$ cat src/hdl/search_position_cache_macros.svh
// ----------------------------------------------------------------------------
// search_position_cache_macros
// Assertion macros shared by the position cache RTL.
// ----------------------------------------------------------------------------
`ifndef SEARCH_POSITION_CACHE_MACROS_SVH
`define SEARCH_POSITION_CACHE_MACROS_SVH

`ifndef ASSERT_OFF
// Implication or plain property checked at every rising edge outside reset.
`define SPC_ASSERT(lbl, clk, rst, prop, msg) \
   lbl: assert property (@(posedge clk) disable iff (rst) prop) else $error(msg);
// Condition that must never be true outside reset.
`define SPC_ASSERT_NEVER(lbl, clk, rst, cond, msg) \
   lbl: assert property (@(posedge clk) disable iff (rst) !(cond)) else $error(msg);
`else
`define SPC_ASSERT(lbl, clk, rst, prop, msg)
`define SPC_ASSERT_NEVER(lbl, clk, rst, cond, msg)
`endif

`endif

$ cat src/hdl/spc_ram.sv
// ----------------------------------------------------------------------------
// spc_ram
// Generic single-write, single-read RAM with a registered read port.
// ----------------------------------------------------------------------------
module spc_ram #(
   parameter int unsigned WIDTH = 8,
   parameter int unsigned DEPTH = 16
) (
   input  logic                     clock,
   input  logic                     wr_en,
   input  logic [$clog2(DEPTH)-1:0] wr_addr,
   input  logic [WIDTH-1:0]         wr_data,
   input  logic [$clog2(DEPTH)-1:0] rd_addr,
   output logic [WIDTH-1:0]         rd_data
);

   logic [WIDTH-1:0] mem [DEPTH];
   logic [WIDTH-1:0] rd_data_ff;

   always_ff @(posedge clock) begin
      if (wr_en) begin
         mem[wr_addr] <= wr_data;
      end
      rd_data_ff <= mem[rd_addr];
   end

   assign rd_data = rd_data_ff;

endmodule

$ cat config.mk
export PLATFORM = sky130hd
export DESIGN_NAME = spc_ram
export DESIGN_NICKNAME = d
export VERILOG_FILES = /design/src/hdl/search_position_cache_macros.svh /design/src/hdl/spc_ram.sv
export SDC_FILE = /design/constraint.sdc
export NUM_CORES = 1
export LEC_CHECK = 0
export BUFFER_PORTS_ARGS = -buffer_cell sky130_fd_sc_hd__buf_4
export CAP_MARGIN = 40
export CORE_AREA = 2 2 96 98
export DETAILED_ROUTE_END_ITERATION = 8
export DIE_AREA = 0 0 98 100
export PLACE_DENSITY = 0.77
export SKIP_CTS_REPAIR_TIMING = 1
export SLEW_MARGIN = 10
export SYNTH_ARGS = -nofsm -noshare
export SYNTH_HDL_FRONTEND = slang
export SYNTH_SLANG_ARGS = --single-unit
export TNS_END_PERCENT = 10
$ cat constraint.sdc
create_clock -name clock -period 2.1 [get_ports clock]
set_input_delay 0.105 -clock clock [delete_from_list [all_inputs] [get_ports clock]]
set_output_delay 0.105 -clock clock [all_outputs]
set_load 0.005 [all_outputs]
After elaboration in Yosys (flattened, before gate mapping):

Memory sizes are Yosys's and may differ from the RTL's. A register that Yosys moved wholly into a read port is not among the register bits.
Index checks and enable logic that the tools add are counted.

* mux-type cells: 2

Operators by type and width (count)
* $mux 1: 2

* register bits after elaboration: 0
* bits in writable memories: 128
* memories: 1

Memory list
* mem: depth 16, bits a word 8, rd ports 1, clocked after Yosys merged registers in 1, wr ports 1, line spc_ram.sv:17 `logic [WIDTH-1:0] mem [DEPTH];`

Depth between registers and ports, before layout:

* depth after elaboration: 2
* mapped depth: 5

Least setup slack after synthesis:

Ideal clock, no wire load.

* kind: input to register
* start point: in wr_addr[2]
* end point: mem mem[0][0], enable pin
* library setup time: 0.383 ns
* arrival: 1.215 ns
* path slack: 0.502 ns
* stages: 2
* cell sequence: or3b_2 nor3_1

RTL lines
* from (decl): line spc_ram.sv:11 `input logic [$clog2(DEPTH)-1:0] wr_addr,`
* to (decl): line spc_ram.sv:17

No word-level cell before the write port.

==> impl_metrics.csv <==
group,metric,value,unit
finish,drive_gt1_frac,0.306,
finish,syn_to_final_growth,20.9,%
critical_path,cp.arrival,1.83,ns
die,die_w,98,µm
finish,antenna_cells,0,
logic_synthesis,ys_types,19,
placement,postPlaceCellArea,5550,µm²
timing,setup_slack,0.666,ns
routing,ant_nets,0,
logic_synthesis,ys_warn_count,0,
timing,min_period,1.43,ns
timing,slew_headroom,0.675,
placement,port_buffers,25,
grt,antenna_found_initial,0,
critical_path,path_max_fanout,1,
power_and_ir_drop,power,6.30,mW
placement,place_hpwl,6160,µm
die,num_rows,35,
timing,clock-skew-final,0.00561,ns
power_and_ir_drop,internal-power,5.05,mW
timing,hold-worst-slack,0.109,ns
worst_hold_path,hold_path_depth,3,
critical_path,crit_type,"flop to flop",
die,start_util,0.579,
clocking,clk_path_buf_depth,2,
timing,finalSetupTns,0,ns
logic_synthesis,ys_ff_latch,136,
power_and_ir_drop,seqPwrFrac,0.485,
critical_path,r2r-end,"rd_data[4]",
clocking,cts.clk_slew.worst_paths,0.06,ns
grt,grt_pass1_vias,2623,
critical_path,critPathCaptureType,"flop",
grt,grt_use_total,0.228,
logic_synthesis,synthTopCellsByArea,"edfxtp_1, mux4_2, mux4_1",
critical_path,cp-start-kind,"flop",
worst_hold_path,hold_class,"input port to flop",
critical_path,path_buf_inv,0,
power_and_ir_drop,p_leak,2.14,nW
outcome,outcome,"completed",
power_and_ir_drop,powerDensity,1010,nW/µm²
placement,pre_cts_ws,0.411,ns
critical_path,path_cells,"mux4_1 -> a22oi_1 -> nand2_1",
critical_path,timing.rr.start,"mem[9][4]",
critical_path,cp.required,2.50,ns
timing,final_hold_viol_count,0,
finish,nets,309,
clocking,htreeDepth,4,
routing,drt-vias-per-instance,6.27,
routing,wl_per_cell,25.4,µm
critical_path,rrSetupSlack,0.67,ns
clocking,clkLatencyLatePin,0.53,ns
routing,wl,10500,µm
timing,rsz0062_at_grt,"false",
timing,fmax,697,MHz
logic_synthesis,synthCells,229,
die,die_h,100,µm
logic_synthesis,synth_top_area_frac,0.747,
clocking,cts_root_buffer,"clkbuf_8",
grt,grt_max_degree,33,
die,fp.dieArea,9800,µm²
power_and_ir_drop,p_comb_frac,0.049,
placement,place_congestion,0.722,
finish,fill_cells,510,
critical_path,cp_top_family,"multiplexers",
logic_synthesis,synth_edf_count,128,
clocking,cts_tree,"done",
timing,tightest_slew,0.486,ns
grt,gr-total-overflow,0,
logic_synthesis,synth-async-reset-ratio,0,
finish,post-route-cell-area,6220,µm²
worst_hold_path,min_from,"wr_addr[0]",
logic_synthesis,yosys.cell_count.top_type,"edfxtp_1",
finish,utilization,0.700,
timing,fin_crit_sh,0.683,
logic_synthesis,netlist_area,5150,µm²
critical_path,timing.reg2reg.worst_path_depth,3,
power_and_ir_drop,netSwitchingFraction,0.199,
critical_path,slowest_stage,"mux4_1",
timing,setup_viol,0,
power_and_ir_drop,p_switching,1.26,mW
power_and_ir_drop,clkPwrFrac,0.466,
clocking,numCtsBuffers,17,
placement,dp.cells,375,
clocking,clkSinkCount,136,
grt,grt_pass1_wl,15500,µm
power_and_ir_drop,ir_drop,0.726,mV
logic_synthesis,ys_seq_area_frac,0.778,
routing,firstDrtPassIters,5,
timing,drv_slew,0,
logic_synthesis,synth_commonest_cells,"edfxtp_1, mux4_2, a22oi_1",
routing,drt_iter0_drc,243,
routing,routed-via-count,2602,
logic_synthesis,synth_ff_type,"edfxtp_1",
die,core,8890,µm²
finish,final_cells,415,
logic_synthesis,yosys.area.top_type,"edfxtp_1",
flow_run,max_cap_viol_count,0,
routing,drc,0,
critical_path,cp_slowest_stage_delay,0.52,ns
logic_synthesis,synth_nets,247,
worst_hold_path,holdPathEnd,"mem[4][3]",
logic_synthesis,syn_area_per_cell,22.5,µm²
die,io_pins,26,
kinds of logic (layout without fill, tap and decap cells):
logic type / count (synthesis) / after routing / synth area share
AOI/OAI and AO/OA: 16 / 16 / 0.0233
muxes: 32 / 32 / 0.150
buffers and inverters: 10 / 85 / 0.0168
DFF: 136 / 136 / 0.778
and+or+nand+nor: 35 / 35 / 0.0318
cell type report:
class	instances	area, µm²	area share
multi-input combinational	83	1060	0.170
sequential	136	4000	0.643
tap	111	139	0.0223
clock inverter	12	149	0.0239
clock buffer	20	445	0.0716
timing repair buffer	53	430	0.0691
worst register-to-register path: cells and delay by family (launching register included):
family | cells | cell delay, ns
compound gates | 1 | 0.36
mux | 1 | 0.52
flops | 1 | 0.35
simple gates | 1 | 0.08
worst max path at each step:
stage / end / depth (start not counted) / from
6_report: rd_data[4] / 3 / mem[9][4]
2_1_floorplan: mem[0][0] / 2 / wr_addr[2]
3_3_place_gp: rd_data[4] / 5 / rd_addr[0]
3_5_place_dp: rd_data[4] / 5 / rd_addr[0]
5_1_grt: rd_data[4] / 3 / mem[10][4]
4_1_cts: rd_data[4] / 3 / mem[9][4]
sequential cells by signal, summed over array words and instances, names as in the netlist:
signal and flops:
mem 128, rd_data 8
placed cells by master, fill, tap and decap left out:
master,instances
inv_6,1
nor3_1,4
mux4_2,18
and2_1,1
dfxtp_1,8
mux4_1,14
nor2b_1,1
clkbuf_1,1
clkinvlp_4,2
buf_4,44
clkinv_4,2
clkinv_1,2
or3b_2,1
nand3_1,1
nand3b_1,2
and2b_1,1
nor2_1,13
nand2b_1,2
edfxtp_1,128
bufinv_16,3
buf_12,1
dlygate4sd3_1,8
clkbuf_16,16
clkbuf_8,3
clkinv_2,2
a22oi_1,16
nand2_1,9
power groups by stage:
stage | sequential, mW | combinational (mW) | clock [mW]
2_1_floorplan | 3.11 | 0.154 | 0
3_3_place_gp | 3.11 | 0.290 | 0
3_5_place_dp | 3.11 | 0.297 | 0
4_1_cts | 3.06 | 0.301 | 2.96
5_1_grt | 3.06 | 0.334 | 3.07
6_report | 3.06 | 0.311 | 2.94
metal layers:
metal	wire length, µm	GRT usage
met2	5100	0.343
met3	878	0.0752
met4	308	0.112
met5	0	0
met1	4240	0.307
Power figures use the tool's default switching activity.
